`config.mk`:
```
export PLATFORM = sky130hd
export DESIGN_NAME = sync_header_frame_parser_with_crc_core_flat
export DESIGN_NICKNAME = d
export VERILOG_FILES = /design/src/hdl/shfp_pkg.sv /design/src/hdl/shfp_rx_if.sv /design/src/hdl/shfp_res_if.sv /design/src/hdl/sync_header_frame_parser_with_crc_core.sv /design/src/hdl/shfp_crc.sv /design/src/flat_wrapper.sv
export SDC_FILE = /design/constraint.sdc
export NUM_CORES = 1
export LEC_CHECK = 0
export BUFFER_PORTS_ARGS = -buffer_cell sky130_fd_sc_hd__buf_4
export CAP_MARGIN = 20
export CORE_MARGIN = 5
export CORE_UTILIZATION = 30
export CTS_CLUSTER_SIZE = 12
export DETAILED_ROUTE_END_ITERATION = 8
export PLACE_DENSITY = 0.4
export SKIP_LAST_GASP = 1
export SLEW_MARGIN = 0
export SYNTH_ARGS = -nofsm -noshare
export SYNTH_HDL_FRONTEND = slang
export SYNTH_HIERARCHICAL = 1
export SYNTH_SLANG_ARGS = --single-unit
```
`constraint.sdc`:
```
create_clock -name clk -period 4 [get_ports clk]
set_input_delay 0.6 -clock clk [delete_from_list [all_inputs] [get_ports clk]]
set_output_delay 0.6 -clock clk [all_outputs]
set_load 0.1 [all_outputs]
```
`src/hdl/shfp_pkg.sv`:
```
package shfp_pkg;

    localparam int unsigned SYNC_LEN    = 6;
    localparam int unsigned CRC_INIT_HI = 6;
    localparam int unsigned CRC_INIT_LO = 7;
    localparam int unsigned LEN_INDEX   = 8;
    localparam int unsigned DATA_INDEX  = 9;
    localparam int unsigned DATA_END    = 8;
    localparam int unsigned FRAME_EXTRA = 11;
    localparam int unsigned CMP_W       = 9;

    localparam logic [15:0] CRC_POLY = 16'h1041;

    typedef logic [7:0] byte_t;

    typedef struct packed {
        logic  init;
        logic  start;
        byte_t init_hi;
        byte_t data;
    } crc_ctrl_t;

    typedef struct packed {
        logic busy;
        logic zero;
    } crc_stat_t;

    function automatic byte_t sync_byte(input logic [2:0] idx);
        byte_t b;
        case (idx)
            3'd0:    b = 8'hEB;
            3'd1:    b = 8'h90;
            3'd2:    b = 8'hEB;
            3'd3:    b = 8'h90;
            3'd4:    b = 8'hEB;
            3'd5:    b = 8'h90;
            default: b = 8'h00;
        endcase
        return b;
    endfunction

endpackage

```
`src/hdl/shfp_rx_if.sv`:
```
interface shfp_rx_if;
    logic       valid;
    logic       ready;
    logic [7:0] rx_byte;

    modport source (output valid, output rx_byte, input ready);
    modport sink (input valid, input rx_byte, output ready);
endinterface

```
`src/hdl/shfp_res_if.sv`:
```
interface shfp_res_if;
    logic       valid;
    logic       ready;
    logic       status;
    logic [7:0] payload_byte;
    logic       payload_valid;
    logic       last;

    modport source (output valid, output status, output payload_byte,
                    output payload_valid, output last, input ready);
    modport sink (input valid, input status, input payload_byte,
                  input payload_valid, input last, output ready);
endinterface

```
`src/hdl/sync_header_frame_parser_with_crc_core.sv`:
```
// Frame parser for a byte stream carrying frames of the form: sync header
// EB 90 EB 90 EB 90, two bytes that seed the CRC, a length byte L, L data bytes,
// two CRC bytes and a closing byte. Bytes are stored in a BUFFER_BYTES deep
// frame memory. The 16-bit CRC (poly 0x1041) is folded in as bytes arrive, one
// bit per cycle, so every byte from index 8 up to the one before the closing
// byte occupies the block (accept, shifting, return to idle); other bytes
// skip the shift state. After the closing byte the block emits either the
// L data bytes (one memory read per result, one result per cycle when the sink
// is ready) or one status result: status 1 on a CRC mismatch, status 0 with no
// data for an empty frame. A bad header byte or a frame that reaches
// BUFFER_BYTES-1 bytes drops the frame silently.
module sync_header_frame_parser_with_crc_core
    import shfp_pkg::*;
#(
    parameter int BUFFER_BYTES = 64
)
(
    input  logic      clk,
    input  logic      rst_n,
    shfp_rx_if.sink   rx,
    shfp_res_if.source res
);

    localparam int PW = $clog2(BUFFER_BYTES);
    localparam logic [PW-1:0] POS_MAX = PW'(BUFFER_BYTES - 1);

    typedef enum logic [1:0] {
        ST_IDLE,
        ST_SHIFT,
        ST_EMIT
    } state_t;

    state_t      state_reg;
    logic [PW-1:0] pos_reg;
    logic [PW-1:0] rd_idx_reg;
    byte_t       prev_reg;
    byte_t       len_reg;
    logic        fail_reg;
    logic        res_valid_reg;
    logic        res_status_reg;
    logic        res_pv_reg;
    logic        res_last_reg;
    byte_t       res_byte_reg;

    byte_t       mem [BUFFER_BYTES];

    crc_ctrl_t   crc_ctrl;
    crc_stat_t   crc_stat;

    logic          accept;
    logic [PW-1:0] pos;
    logic [PW-1:0] pos_m1;
    logic [CMP_W-1:0] pos_w;
    logic [CMP_W-1:0] rd_w;
    logic [CMP_W-1:0] len_w;
    logic          hdr_bad;
    logic          complete;
    logic          out_free;
    logic          emit_status;
    logic          load_byte;
    logic          load_status;
    logic          byte_last;

    assign accept   = (state_reg == ST_IDLE) && rx.valid;
    assign pos      = (pos_reg >= POS_MAX) ? '0 : pos_reg;
    assign pos_m1   = pos - PW'(1);
    assign pos_w    = CMP_W'(pos);
    assign rd_w     = CMP_W'(rd_idx_reg);
    assign len_w    = CMP_W'(len_reg);

    assign hdr_bad  = (pos >= PW'(1)) && (pos <= PW'(SYNC_LEN))
                      && (prev_reg != sync_byte(pos_m1[2:0]));
    assign complete = (pos > PW'(LEN_INDEX)) && (pos_w == len_w + CMP_W'(FRAME_EXTRA));

    assign out_free    = !res_valid_reg || res.ready;
    assign emit_status = fail_reg || (len_reg == 8'h00);
    assign load_status = (state_reg == ST_EMIT) && out_free && emit_status;
    assign load_byte   = (state_reg == ST_EMIT) && out_free && !emit_status;
    assign byte_last   = (rd_w == len_w + CMP_W'(DATA_END));

    assign crc_ctrl.init    = accept && !hdr_bad && (pos == PW'(CRC_INIT_LO));
    assign crc_ctrl.start   = accept && !hdr_bad && !complete && (pos >= PW'(LEN_INDEX));
    assign crc_ctrl.init_hi = prev_reg;
    assign crc_ctrl.data    = rx.rx_byte;

    shfp_crc u_crc (
        .clk   (clk),
        .rst_n (rst_n),
        .ctrl  (crc_ctrl),
        .stat  (crc_stat)
    );

    always_ff @(posedge clk or negedge rst_n)
    begin
        if (!rst_n)
        begin
            state_reg      <= ST_IDLE;
            pos_reg        <= '0;
            rd_idx_reg     <= '0;
            prev_reg       <= '0;
            len_reg        <= '0;
            fail_reg       <= 1'b0;
            res_valid_reg  <= 1'b0;
            res_status_reg <= 1'b0;
            res_pv_reg     <= 1'b0;
            res_last_reg   <= 1'b0;
        end
        else
        begin
            if (load_status || load_byte)
            begin
                res_valid_reg <= 1'b1;
            end
            else if (res.ready)
            begin
                res_valid_reg <= 1'b0;
            end
            case (state_reg)
                ST_IDLE:
                begin
                    if (accept)
                    begin
                        prev_reg <= rx.rx_byte;
                        if (hdr_bad)
                        begin
                            pos_reg <= '0;
                        end
                        else if (complete)
                        begin
                            pos_reg    <= '0;
                            fail_reg   <= !crc_stat.zero;
                            rd_idx_reg <= PW'(DATA_INDEX);
                            state_reg  <= ST_EMIT;
                        end
                        else
                        begin
                            pos_reg <= pos + PW'(1);
                            if (pos == PW'(LEN_INDEX))
                            begin
                                len_reg <= rx.rx_byte;
                            end
                            if (pos >= PW'(LEN_INDEX))
                            begin
                                state_reg <= ST_SHIFT;
                            end
                        end
                    end
                end
                ST_SHIFT:
                begin
                    if (!crc_stat.busy)
                    begin
                        state_reg <= ST_IDLE;
                    end
                end
                ST_EMIT:
                begin
                    if (load_status)
                    begin
                        res_status_reg <= fail_reg;
                        res_pv_reg     <= 1'b0;
                        res_last_reg   <= 1'b1;
                        state_reg      <= ST_IDLE;
                    end
                    else if (load_byte)
                    begin
                        res_status_reg <= 1'b0;
                        res_pv_reg     <= 1'b1;
                        res_last_reg   <= byte_last;
                        rd_idx_reg     <= rd_idx_reg + PW'(1);
                        if (byte_last)
                        begin
                            state_reg <= ST_IDLE;
                        end
                    end
                end
                default:
                begin
                    state_reg <= ST_IDLE;
                end
            endcase
        end
    end

    always_ff @(posedge clk)
    begin
        if (accept)
        begin
            mem[pos] <= rx.rx_byte;
        end
        if (load_byte)
        begin
            res_byte_reg <= mem[rd_idx_reg];
        end
        else if (load_status)
        begin
            res_byte_reg <= 8'h00;
        end
    end

    assign rx.ready          = (state_reg == ST_IDLE);
    assign res.valid         = res_valid_reg;
    assign res.status        = res_status_reg;
    assign res.payload_byte  = res_byte_reg;
    assign res.payload_valid = res_pv_reg;
    assign res.last          = res_last_reg;

endmodule

```
`src/hdl/shfp_crc.sv`:
```
module shfp_crc
    import shfp_pkg::*;
(
    input  logic      clk,
    input  logic      rst_n,
    input  crc_ctrl_t ctrl,
    output crc_stat_t stat
);

    logic [15:0] crc_reg, crc_next;
    byte_t       sh_reg, sh_next;
    logic [2:0]  cnt_reg, cnt_next;
    logic        busy_reg, busy_next;

    always_comb
    begin
        crc_next  = crc_reg;
        sh_next   = sh_reg;
        cnt_next  = cnt_reg;
        busy_next = busy_reg;
        if (ctrl.init)
        begin
            crc_next = {ctrl.init_hi, ctrl.data};
        end
        else if (ctrl.start)
        begin
            sh_next   = ctrl.data;
            cnt_next  = '0;
            busy_next = 1'b1;
        end
        else if (busy_reg)
        begin
            // one bit per cycle, msb first
            crc_next = {crc_reg[14:0], sh_reg[7]} ^ (crc_reg[15] ? CRC_POLY : 16'h0000);
            sh_next  = {sh_reg[6:0], 1'b0};
            cnt_next = cnt_reg + 3'd1;
            if (cnt_reg == 3'd7)
            begin
                busy_next = 1'b0;
            end
        end
    end

    always_ff @(posedge clk or negedge rst_n)
    begin
        if (!rst_n)
        begin
            cnt_reg  <= '0;
            busy_reg <= 1'b0;
        end
        else
        begin
            cnt_reg  <= cnt_next;
            busy_reg <= busy_next;
        end
    end

    always_ff @(posedge clk)
    begin
        crc_reg <= crc_next;
        sh_reg  <= sh_next;
    end

    assign stat.busy = busy_reg;
    assign stat.zero = (crc_reg == 16'h0000);

endmodule

```
`src/flat_wrapper.sv`:
```
// flat-port wrapper written by rule: the top's interface ports become plain ports
module sync_header_frame_parser_with_crc_core_flat import shfp_pkg::*;
#(
    parameter int BUFFER_BYTES = 64
)
  (clk, rst_n, rx_valid, rx_rx_byte, rx_ready, res_valid, res_status, res_payload_byte, res_payload_valid, res_last, res_ready);
  shfp_rx_if rx_i ();
  shfp_res_if res_i ();
  input  logic clk;
  input  logic rst_n;
  input wire logic [$bits(rx_i.valid)-1:0] rx_valid;
  input wire logic [$bits(rx_i.rx_byte)-1:0] rx_rx_byte;
  output wire logic [$bits(rx_i.ready)-1:0] rx_ready;
  output wire logic [$bits(res_i.valid)-1:0] res_valid;
  output wire logic [$bits(res_i.status)-1:0] res_status;
  output wire logic [$bits(res_i.payload_byte)-1:0] res_payload_byte;
  output wire logic [$bits(res_i.payload_valid)-1:0] res_payload_valid;
  output wire logic [$bits(res_i.last)-1:0] res_last;
  input wire logic [$bits(res_i.ready)-1:0] res_ready;
  assign rx_i.valid = rx_valid;
  assign rx_i.rx_byte = rx_rx_byte;
  assign rx_ready = rx_i.ready;
  assign res_valid = res_i.valid;
  assign res_status = res_i.status;
  assign res_payload_byte = res_i.payload_byte;
  assign res_payload_valid = res_i.payload_valid;
  assign res_last = res_i.last;
  assign res_i.ready = res_ready;
  sync_header_frame_parser_with_crc_core #(.BUFFER_BYTES(BUFFER_BYTES)) u_core (.clk(clk), .rst_n(rst_n), .rx(rx_i), .res(res_i));
endmodule
```
After elaboration in Yosys (flattened, before gate mapping)
Memories as Yosys holds them, arrays and structs flattened. Index checks and enable logic that the tools add are counted.

RAM bits: 512. Register bits after elaboration: 71. Memories: 1.

Memory list: u_core.mem (words 64, bits a word 8, rd ports 1, clocked after Yosys merged registers in 0, wr ports 1, line sync_header_frame_parser_with_crc_core.sv:45) `byte_t mem [BUFFER_BYTES];`.

Bitwise logic cells: 4. Order comparisons: 5. Muxes and demuxes: 42. Reductions and logical operators: 38. Equal/unequal tests: 23. Add/sub/neg operators: 6.

Operators by type and width (count): $mux W16 (3); $mux W6 (8); $mux W8 (4); $add A8 B4 Y9 const B (2); $eq A6 B9 Y1 (2); $logic_not A16 Y1 (1); $mux W2 (8); $pmux W8 S2 (1); $xor A16 B16 Y16 (1); $mux W1 (13); $mux W13 (1); $add A6 B1 Y6 const B (2); $pmux W6 S2 (1); $reduce_and A6 Y1 (2); $logic_and A1 B1 Y1 (11); $reduce_bool A2 Y1 (5); $eq A3 B3 Y1 const B (3); $ne A3 B1 Y1 const B (3); $logic_not A8 Y1 (1); $ne A2 B1 Y1 const B (4); $ne A8 B8 Y1 (1); $reduce_and A2 Y1 (4); $eq A3 B2 Y1 const B (2); $eq A6 B3 Y1 const B (1); 22 further kinds (34).

Longest topological paths before layout
Gate-level depths: netlist of run 1.

Depth in word-level cells: 14. Mapped depth: 12. Depth with buffers taken out: 10.

Hierarchy
The synthesis of run 1 kept the hierarchy.

Modules (own cells, without submodules): sync_header_frame_parser_with_crc_core (times used 1, seq. area each 16490.8 sq um, area an instance 22246.3 sq um, cells an instance 1093); shfp_crc (times used 1, seq. area each 820.8 sq um, area an instance 1351.3 sq um, cells an instance 85).

Worst setup path after synthesis of run 1
No wires, ideal clock.

Path kind: reg-to-reg. Start: register u_core.state_reg[1]. End: register u_core.u_crc.crc_reg[0] (enable). Required time: 3.633 ns. Stages on the path, launching flop included: 9. Clock period less this slack: 3.776 ns. Data arrival time: 3.409 ns. Setup slack: 0.224 ns. Buffers on the path: 3. Path through: dfrtp_1 > nor2_1 > nand2_1 > or3_1 > clkbuf_1 > and3b_1 > buf_4 > buf_2 > a21o_1.

RTL lines: start: declaration (line sync_header_frame_parser_with_crc_core.sv:33) `state_t state_reg;`; start signal: assignment (line sync_header_frame_parser_with_crc_core.sv:97) `state_reg <= ST_IDLE;`; start signal: assignment (line sync_header_frame_parser_with_crc_core.sv:133) `state_reg <= ST_EMIT;`; start signal: assignment (line sync_header_frame_parser_with_crc_core.sv:144) `state_reg <= ST_SHIFT;`; end signal: assignment (line shfp_crc.sv:60) `crc_reg <= crc_next;`; end: declaration (line shfp_crc.sv:10) `logic [15:0] crc_reg, crc_next;`.

==> results.json, run 1 <==
{
  "drcViolationCount": 0,
  "htreeDepth": 3,
  "insertion_delay_ns": 0.59,
  "startpoint_type": "register",
  "highest_layer": "met4",
  "first_pass_iters": 6,
  "ys_ff_latch": 583,
  "finClkSkew_ns": 0.0228,
  "synthMuxAreaShare": 0.175,
  "crit_required_ns": 4.21,
  "post_cts_resize_count": 0,
  "dieArea_mm2": 0.0844,
  "total_power_mw": 17.1,
  "ys_seq_area_frac": 0.734,
  "rows": 102,
  "rsz0062_at_grt": "no",
  "hold_class": "input port to asynchronous set/reset pin",
  "yosys.area_share.xor_xnor": 0.00408,
  "drt_wl_total_um": 62400,
  "grt_pass1_vias": 12100,
  "final_util": 0.352,
  "initial_core_util": 0.304,
  "syn_area_mm2": 0.0236,
  "slew_viol_final": 0,
  "status": "completed",
  "drt_iter0_drc": 802,
  "p_leak_nw": 8.76,
  "powerDensity_mw_per_mm2": 624,
  "multi_input_area_mm2": 0.00593,
  "die_w_um": 290,
  "yosys_warnings": 6,
  "worstSetupPathType": "register to register",
  "synthSimpleGateAreaFrac": 0.0453,
  "path_max_fanout": 16,
  "synth_compound_area_frac": 0.0215,
  "root_buffer": "clkbuf_16",
  "via_per_inst": 4.90,
  "grt_antenna_before_repair": 2,
  "timing.final.crit_share": 0.895,
  "synth.distinct_cells": 63,
  "grt_max_degree": 82,
  "postRouteAntennaNets": 0,
  "ir_drop_uv": 345,
  "num_antenna_cells": 0,
  "drive_above_1_share": 0.284,
  "met2_length_um": 30500,
  "wl_met1_um": 28400,
  "grt_first_pass_wirelength_um": 89700,
  "period_needed_ns": 3.58,
  "regArea_mm2": 0.0173,
  "syn_to_final_growth_pct": 16.1,
  "ys_dominant_reg_cell": "edfxtp_1",
  "largest_reg_flops": 512,
  "ios": 25,
  "netlist_instances": 1178,
  "synth_edf_count": 544,
  "cts_hold_buffers": 0,
  "synthAdderAreaFrac": 0.00530,
  "dp.final_hpwl_um": 37200,
  "postCtsSetupRepairBufs": 0,
  "syn_avg_cell_area_um2": 20.0,
  "setup_viol": 0,
  "clock_path_buffers": 3,
  "reg2reg_slack_ns": 0.42,
  "wl_met3_um": 2510,
  "clk_pin_slew_ns": 0.05,
  "whs_ns": 0.0183,
  "relSlewSlack": 0.335,
  "dpl_worst_slack_ns": 0.436,
  "synthArstFlopShare": 0.0669,
  "place_congestion": 0.751,
  "synthesis.nets": 1200,
  "drv_cap": 0,
  "dr_total_vias": 11600,
  "cts_sinks": 583,
  "hold_viol": 0,
  "tightest_slew_ns": 0.997,
  "core_area_mm2": 0.0777,
  "avgRoutedWirePerCell_um": 26.4,
  "overflow": 0,
  "end_kind": "register",
  "timing.setup.tns_ns": 0,
  "io_buffers": 24,
  "synth_top_family_by_area": "multiplexers",
  "maxClockFrequency_mhz": 279,
  "fill_cells": 7241,
  "tritoncts": "built",
  "cp.arrival_ns": 3.79,
  "fin_nets": 1306,
  "die_y_um": 290,
  "cts_buffers": 68,
  "fin_ws_ns": 0.420,
  "grtUsageTotal": 0.146
}
Yosys cell counts, types with 2 or more instances:
| cell | number | share of area |
|---|---|---|
| o31ai_1 | 3 | 0.00095 |
| nor4_1 | 7 | 0.0019 |
| a21o_1 | 3 | 0.00095 |
| xor2_1 | 3 | 0.0011 |
| inv_1 | 12 | 0.0019 |
| buf_2 | 21 | 0.0045 |
| nor3_1 | 7 | 0.0015 |
| mux4_2 | 168 | 0.16 |
| buf_6 | 2 | 0.00095 |
| mux2_1 | 7 | 0.0033 |
| or3_1 | 3 | 0.00080 |
| mux2_4 | 10 | 0.0064 |
| a211oi_1 | 2 | 0.00064 |
| nand4_1 | 9 | 0.0024 |
| ha_1 | 10 | 0.0053 |
| o21a_1 | 3 | 0.00095 |
| nor3b_1 | 2 | 0.00064 |
| and2_1 | 8 | 0.0021 |
| mux2_2 | 9 | 0.0043 |
| nand3_1 | 12 | 0.0025 |
| o21ai_1 | 5 | 0.0011 |
| or4_1 | 4 | 0.0013 |
| nand3b_1 | 4 | 0.0013 |
| a41oi_1 | 2 | 0.00074 |
| nor2b_1 | 11 | 0.0029 |
| buf_1 | 9 | 0.0014 |
| o21ai_0 | 20 | 0.0042 |
| o211ai_1 | 5 | 0.0016 |
| buf_4 | 3 | 0.00095 |
| mux2i_1 | 2 | 0.00085 |
| xnor2_1 | 8 | 0.0030 |
| a31oi_1 | 5 | 0.0013 |
| clkbuf_1 | 32 | 0.0051 |
| or2_2 | 2 | 0.00053 |
| nand2_1 | 58 | 0.0092 |
| and3_1 | 2 | 0.00053 |
| a21oi_1 | 6 | 0.0013 |
| edfxtp_1 | 544 | 0.69 |
| a211o_1 | 4 | 0.0015 |
| o211a_1 | 2 | 0.00085 |
| nand2b_1 | 6 | 0.0016 |
| dfrtp_1 | 39 | 0.041 |
| nor2_1 | 80 | 0.013 |
| nor4b_1 | 3 | 0.0011 |
| o22ai_1 | 3 | 0.00080 |
where the power goes:
part | switching [mW] | internal, mW
logic | 2.16 | 1.80
registers | 0.407 | 7.13
clock network | 2.38 | 3.21
cell families after synthesis:
kind of cell               Yosys count
xor gates and xnor gates            11
adders and majority gates           10
and+or+nand+nor                    224
DFF                                583
AOI/OAI and AO/OA                   74
buffers and inverters               80
muxes                              196
cells in the final DEF, fill, tap and decap left out, types with 10 or more instances in the layout:
cell type	synthesis	layout
buf_4	3	98
clkbuf_1	32	17
clkbuf_16	0	69
clkinv_1	0	20
dfrtp_1	39	35
edfxtp_1	544	544
ha_1	10	10
inv_1	12	12
mux2_4	10	10
mux4_2	168	168
nand2_1	58	58
nand3_1	12	12
nor2_1	80	80
nor2b_1	11	11
o21ai_0	20	20
per-layer routing:
layer  track usage  vias up
met2         0.241      226
met5             0        -
li1              -     5033
met1         0.205     6273
met3        0.0277       83
met4        0.0313        0
final timing paths:
kind,startpoint,end,depth (start not counted)
max in group asynchronous,rst_n,u_core/rd_idx_reg[1],1
min reg2reg,u_core/state_reg[1],u_core/state_reg[0],1
max reg2reg,u_core/pos_reg[0],u_core/u_crc/crc_reg[11],10
max,u_core/pos_reg[0],u_core/u_crc/crc_reg[11],10
min,rst_n,u_core/res.valid,1
min in group clk,u_core/state_reg[1],u_core/state_reg[0],1
cell type report:
type / count / share of cell area
clock buffers: 86 / 0.0654
clock inverters: 28 / 0.00567
inverters: 13 / 0.00178
multi-input cells: 515 / 0.217
flip-flops and latches: 583 / 0.632
well taps: 1040 / 0.0475
repair buffers: 103 / 0.0305
worst max-delay path, stage by stage, from the launching register on:
cell and delay, ns:
dfrtp_1 0.61, ha_1 0.34, nand4_1 0.17, a22o_1 0.24
o211a_1 0.21, o31a_1 0.31, o41ai_2 0.38, nor2_1 0.12
buf_4 0.21, inv_2 0.07, a21o_1 0.55
through the flow:
| stage | cells | cell area (µm²) |
|---|---|---|
| after CTS | 2368 | 27400 |
| after detailed placement | 2254 | 25400 |
| after global routing | 2368 | 27400 |
| final | 2368 | 27400 |
| after global placement | 2254 | 25400 |
| after floorplan | 1178 | 23600 |
No activity file was read; power rests on OpenSTA's default activity.
==> run 2, diff against run 1 <==
--- a/config.mk
+++ b/config.mk
@@ -7,7 +7,7 @@
 export LEC_CHECK = 0
 export BUFFER_PORTS_ARGS = -buffer_cell sky130_fd_sc_hd__buf_4
 export CAP_MARGIN = 20
-export CORE_MARGIN = 5
+export CORE_MARGIN = 2
 export CORE_UTILIZATION = 30
 export CTS_CLUSTER_SIZE = 12
 export DETAILED_ROUTE_END_ITERATION = 8
==> results.json, run 2 (synthesis gave the netlist of run 1 again) <==
{
  "fin_nets": 1314,
  "htreeDepth": 3,
  "total_power_mw": 17.6,
  "critical_path.max_stage_delay_ns": 0.51,
  "fin_ws_ns": 0.517,
  "timing.setup.tns_ns": 0,
  "path_buf_inv": 3,
  "clkPwrFrac": 0.341,
  "finClkSkew_ns": 0.0221,
  "io_buffers": 24,
  "drv_cap": 0,
  "largest_reg_flops": 512,
  "startpoint_type": "register",
  "crit_family": "compound AO/OA/AOI/OAI gates",
  "syn_to_final_growth_pct": 17.3,
  "fill_cells": 7288,
  "dp.final_hpwl_um": 37900,
  "overflow": 0,
  "first_pass_iters": 7,
  "grt_pass1_vias": 12100,
  "dpl_worst_slack_ns": 0.495,
  "cp.arrival_ns": 3.71,
  "wl_met3_um": 2120,
  "final_common_cell": "edfxtp_1",
  "instances_no_fill": 2383,
  "seq_power_share": 0.430,
  "clock_path_buffers": 3,
  "hold_class": "input port to asynchronous set/reset pin",
  "via_per_inst": 4.90,
  "clk_pin_slew_ns": 0.05,
  "tightest_slew_ns": 1.11,
  "crit_slowest_cell": "a21o_1",
  "placed_area_mm2": 0.0255,
  "dieArea_mm2": 0.0809,
  "grt_max_degree": 69,
  "crit_required_ns": 4.22,
  "rows": 102,
  "maxClockFrequency_mhz": 287,
  "status": "completed",
  "final_util": 0.356,
  "cts_buffers": 68,
  "place_inst": 2262,
  "end_kind": "register",
  "ios": 25,
  "path_max_fanout": 16,
  "rsz0062_at_grt": "no",
  "setup_viol": 0,
  "dr_total_vias": 11700,
  "die_w_um": 284,
  "highest_layer": "met4",
  "hold_viol": 0,
  "cts_sinks": 583,
  "cts_hold_buffers": 0,
  "p_sw_mw": 5.02,
  "drive_above_1_share": 0.296,
  "timing.final.crit_share": 0.871,
  "drt_iter0_drc": 1051,
  "postRouteAntennaNets": 0,
  "grt_antenna_before_repair": 1,
  "avgRoutedWirePerCell_um": 26.3,
  "cellInternalPower_mw": 12.5,
  "root_buffer": "clkbuf_16",
  "mostFrequentLayoutCells": "edfxtp_1, mux4_2, buf_4, nor2_1, clkbuf_16",
  "drt_wl_total_um": 62700,
  "num_antenna_cells": 0,
  "period_needed_ns": 3.48,
  "wl_met1_um": 29200,
  "whs_ns": 0.0239,
  "die_y_um": 284,
  "met2_length_um": 30100,
  "final_cell_area_mm2": 0.0277,
  "place_congestion": 0.767,
  "p_comb_frac": 0.229,
  "core_area_mm2": 0.0777,
  "initial_core_util": 0.304,
  "grtUsageTotal": 0.157,
  "relSlewSlack": 0.262,
  "swShare": 0.286,
  "p_leak_nw": 8.90,
  "tritoncts": "built",
  "ir_drop_uv": 439,
  "path_cells": "inv_1 > ha_1 > nor2b_1 > o21ai_0 > a221oi_1 > a31oi_1 > o41ai_2 > nor2_1 > buf_4 > inv_2 > a21o_1",
  "insertion_delay_ns": 0.60,
  "powerDensity_mw_per_mm2": 634,
  "drcViolationCount": 0,
  "worstSetupPathType": "register to register",
  "grt_first_pass_wirelength_um": 90400,
  "postCtsSetupRepairBufs": 0,
  "post_cts_resize_count": 0,
  "slew_viol_final": 0
}
[run 2: cell count changes in the layout (fill, tap and decap cells not counted), moves of 3 or more]
cell,before,now
buf_4,98,103
bufinv_16,1,6
clkinv_1,20,16
inv_6,0,4
buf_12,5,8
[run 2: worst reg2reg max path: stages, from the launching register on]
cell	delay, ns
dfrtp_1	0.49
inv_1	0.11
ha_1	0.28
nor2b_1	0.29
o21ai_0	0.14
a221oi_1	0.31
a31oi_1	0.11
o41ai_2	0.49
nor2_1	0.11
buf_4	0.21
inv_2	0.07
a21o_1	0.51
[run 2: worst paths after layout]
check / start / end / cells past startpoint / slack (ns)
setup / recovery: u_core/len_reg[0] / u_core/u_crc/crc_reg[7] / 11 / 0.52
hold / removal: rst_n / u_core/u_crc/cnt_reg[0] / 1 / 0.02
setup reg to reg: u_core/len_reg[0] / u_core/u_crc/crc_reg[7] / 11 / 0.52
hold reg to reg: u_core/state_reg[1] / u_core/state_reg[0] / 1 / 0.50
max in group asynchronous: rst_n / u_core/rd_idx_reg[1] / 1 / 3.49
min in group clk: res_ready / u_core/res.valid / 3 / 0.44
[run 2: layout make-up]
cell class                      instances  area [µm²]  share of cell area
Sequential cell                       583       17300               0.626
Multi-Input combinational cell        515        5940               0.215
Clock buffer                           86        1790              0.0647
Tap cell                             1040        1300              0.0470
Timing Repair Buffer                  111         933              0.0337
Clock inverter                         35         338              0.0122
Inverter                               13        48.8             0.00176
[run 2: power groups by stage]
stage          Sequential, mW  Combinational [mW]  Clock (mW)
3_3_place_gp             7.68                4.10           0
2_1_floorplan            7.51                2.81           0
5_1_grt                  7.62                4.32        6.43
3_5_place_dp             7.69                4.11           0
4_1_cts                  7.56                4.12        6.20
6_report                 7.55                4.01        5.99
[run 2: per-layer routing]
layer	vias to the layer above	global-route usage
met5	-	0
met4	0	0.0416
met3	81	0.0265
met2	230	0.253
met1	6292	0.220
li1	5069	-
==> run 3, diff against run 2 <==
--- a/config.mk
+++ b/config.mk
@@ -9,9 +9,9 @@
 export CAP_MARGIN = 20
 export CORE_MARGIN = 2
 export CORE_UTILIZATION = 30
-export CTS_CLUSTER_SIZE = 12
 export DETAILED_ROUTE_END_ITERATION = 8
 export PLACE_DENSITY = 0.4
+export RECOVER_POWER = 25
 export SKIP_LAST_GASP = 1
 export SLEW_MARGIN = 0
 export SYNTH_ARGS = -nofsm -noshare
==> results.json, run 3 (synthesis gave the netlist of run 1 again) <==
{
  "status": "complete, but fails checks",
  "violations": "max-capacitance violations, max-slew violations",
  "final_common_cell": "edfxtp_1",
  "ir_drop_uv": 440,
  "startpoint_type": "register",
  "rows": 102,
  "root_buffer": "clkbuf_16",
  "finClkSkew_ns": 0.0263,
  "place_congestion": 0.767,
  "num_antenna_cells": 0,
  "worstSetupPathType": "register to register",
  "place_inst": 2262,
  "via_per_inst": 4.89,
  "tightest_slew_ns": 3.62,
  "io_buffers": 24,
  "clock_path_buffers": 3,
  "end_kind": "register",
  "dr_total_vias": 11700,
  "overflow": 0,
  "swShare": 0.286,
  "ios": 25,
  "hold_class": "input port to register",
  "whs_ns": 0.432,
  "avgRoutedWirePerCell_um": 26.3,
  "mostFrequentLayoutCells": "edfxtp_1, mux4_2, buf_4, nor2_1, clkbuf_16",
  "cts_sinks": 583,
  "drv_cap": 8,
  "htreeDepth": 3,
  "slew_viol_final": 552,
  "setup_viol": 0,
  "tritoncts": "built",
  "total_power_mw": 17.6,
  "rsz0062_at_grt": "no",
  "die_y_um": 284,
  "path_max_fanout": 16,
  "postRouteAntennaNets": 0,
  "hold_depth": 3,
  "crit_required_ns": 4.23,
  "drt_iter0_drc": 1062,
  "p_leak_nw": 8.90,
  "timing.setup.tns_ns": 0,
  "drt_wl_total_um": 62600,
  "instances_no_fill": 2385,
  "initial_core_util": 0.304,
  "die_w_um": 284,
  "p_comb_frac": 0.228,
  "grt_antenna_before_repair": 1,
  "cellInternalPower_mw": 12.6,
  "grt_first_pass_wirelength_um": 90300,
  "clkPwrFrac": 0.343,
  "period_needed_ns": 3.50,
  "dieArea_mm2": 0.0809,
  "cp.arrival_ns": 3.72,
  "hold_viol": 0,
  "fill_cells": 7286,
  "core_area_mm2": 0.0777,
  "p_sw_mw": 5.03,
  "grt_pass1_vias": 12000,
  "grt_max_degree": 69,
  "relSlewSlack": -1.41,
  "timing.final.crit_share": 0.874,
  "cts_buffers": 68,
  "drcViolationCount": 0,
  "dp.final_hpwl_um": 37900,
  "grtUsageTotal": 0.157,
  "seq_power_share": 0.429,
  "clk_pin_slew_ns": 0.06,
  "syn_to_final_growth_pct": 17.3,
  "fin_nets": 1315,
  "final_util": 0.356,
  "maxClockFrequency_mhz": 286,
  "insertion_delay_ns": 0.61,
  "postCtsSetupRepairBufs": 0,
  "largest_reg_flops": 512,
  "drive_above_1_share": 0.294,
  "reg2reg_depth": 11,
  "first_pass_iters": 5,
  "powerDensity_mw_per_mm2": 637
}
run 3: repair_timing:
item | CTS | global route
endpoints found under the setup margin | 0 | 0
gates resized for setup | 0 | 0
hold buffers | 1 | 0
endpoints found under the hold margin | 1 | 0
run 3: power by group through the flow:
| stage | clock (mW) | combinational [mW] | sequential (mW) |
|---|---|---|---|
| 2_1_floorplan | 0 | 2.81 | 7.51 |
| 3_3_place_gp | 0 | 4.10 | 7.68 |
| 3_5_place_dp | 0 | 4.11 | 7.69 |
| 4_1_cts | 6.24 | 4.12 | 7.56 |
| 5_1_grt | 6.48 | 4.32 | 7.63 |
| 6_report | 6.05 | 4.01 | 7.56 |
run 3: layer usage:
layer	routed length (µm)	track usage	vias to the layer above
met5	0	0	-
met4	1230	0.0391	0
met3	2200	0.0291	78
met2	30200	0.253	209
met1	29100	0.219	6315
li1	-	-	5064
run 3: worst paths after layout:
check | startpoint | to | slack (ns)
worst max-delay path | u_core/len_reg[0] | u_core/u_crc/crc_reg[7] | 0.50
worst min-delay path | res_ready | u_core/res.valid | 0.43
worst max register to register | u_core/len_reg[0] | u_core/u_crc/crc_reg[7] | 0.50
worst min register to register | u_core/state_reg[1] | u_core/state_reg[0] | 0.51
max in group asynchronous | rst_n | u_core/rd_idx_reg[1] | 2.96
min in group asynchronous | rst_n | u_core/u_crc/cnt_reg[0] | 0.56
run 3: worst max-delay path: stages, from the launching register on:
cell	delay, ns
dfrtp_1	0.50
inv_1	0.12
ha_1	0.28
nor2b_1	0.29
o21ai_0	0.14
a221oi_1	0.31
a31oi_1	0.11
o41ai_2	0.49
nor2_1	0.10
buf_4	0.21
inv_2	0.07
a21o_1	0.51
run 3: per-stage QoR:
stage               setup WS, ns  instance area, µm²
floorplan                  0.224               23600
global placement           0.490               25500
detailed placement         0.495               25500
CTS                        0.480               27700
global route               0.150               27700
finish                     0.503               27700
run 3: layout make-up:
| cell class | count | area [µm²] | area share |
|---|---|---|---|
| timing repair buffer | 112 | 921 | 0.0333 |
| multi-input combinational | 515 | 5940 | 0.214 |
| inverter | 13 | 48.8 | 0.00176 |
| clock buffer | 90 | 1830 | 0.0660 |
| tap | 1040 | 1300 | 0.0470 |
| clock inverter | 32 | 332 | 0.0120 |
| sequential | 583 | 17300 | 0.626 |
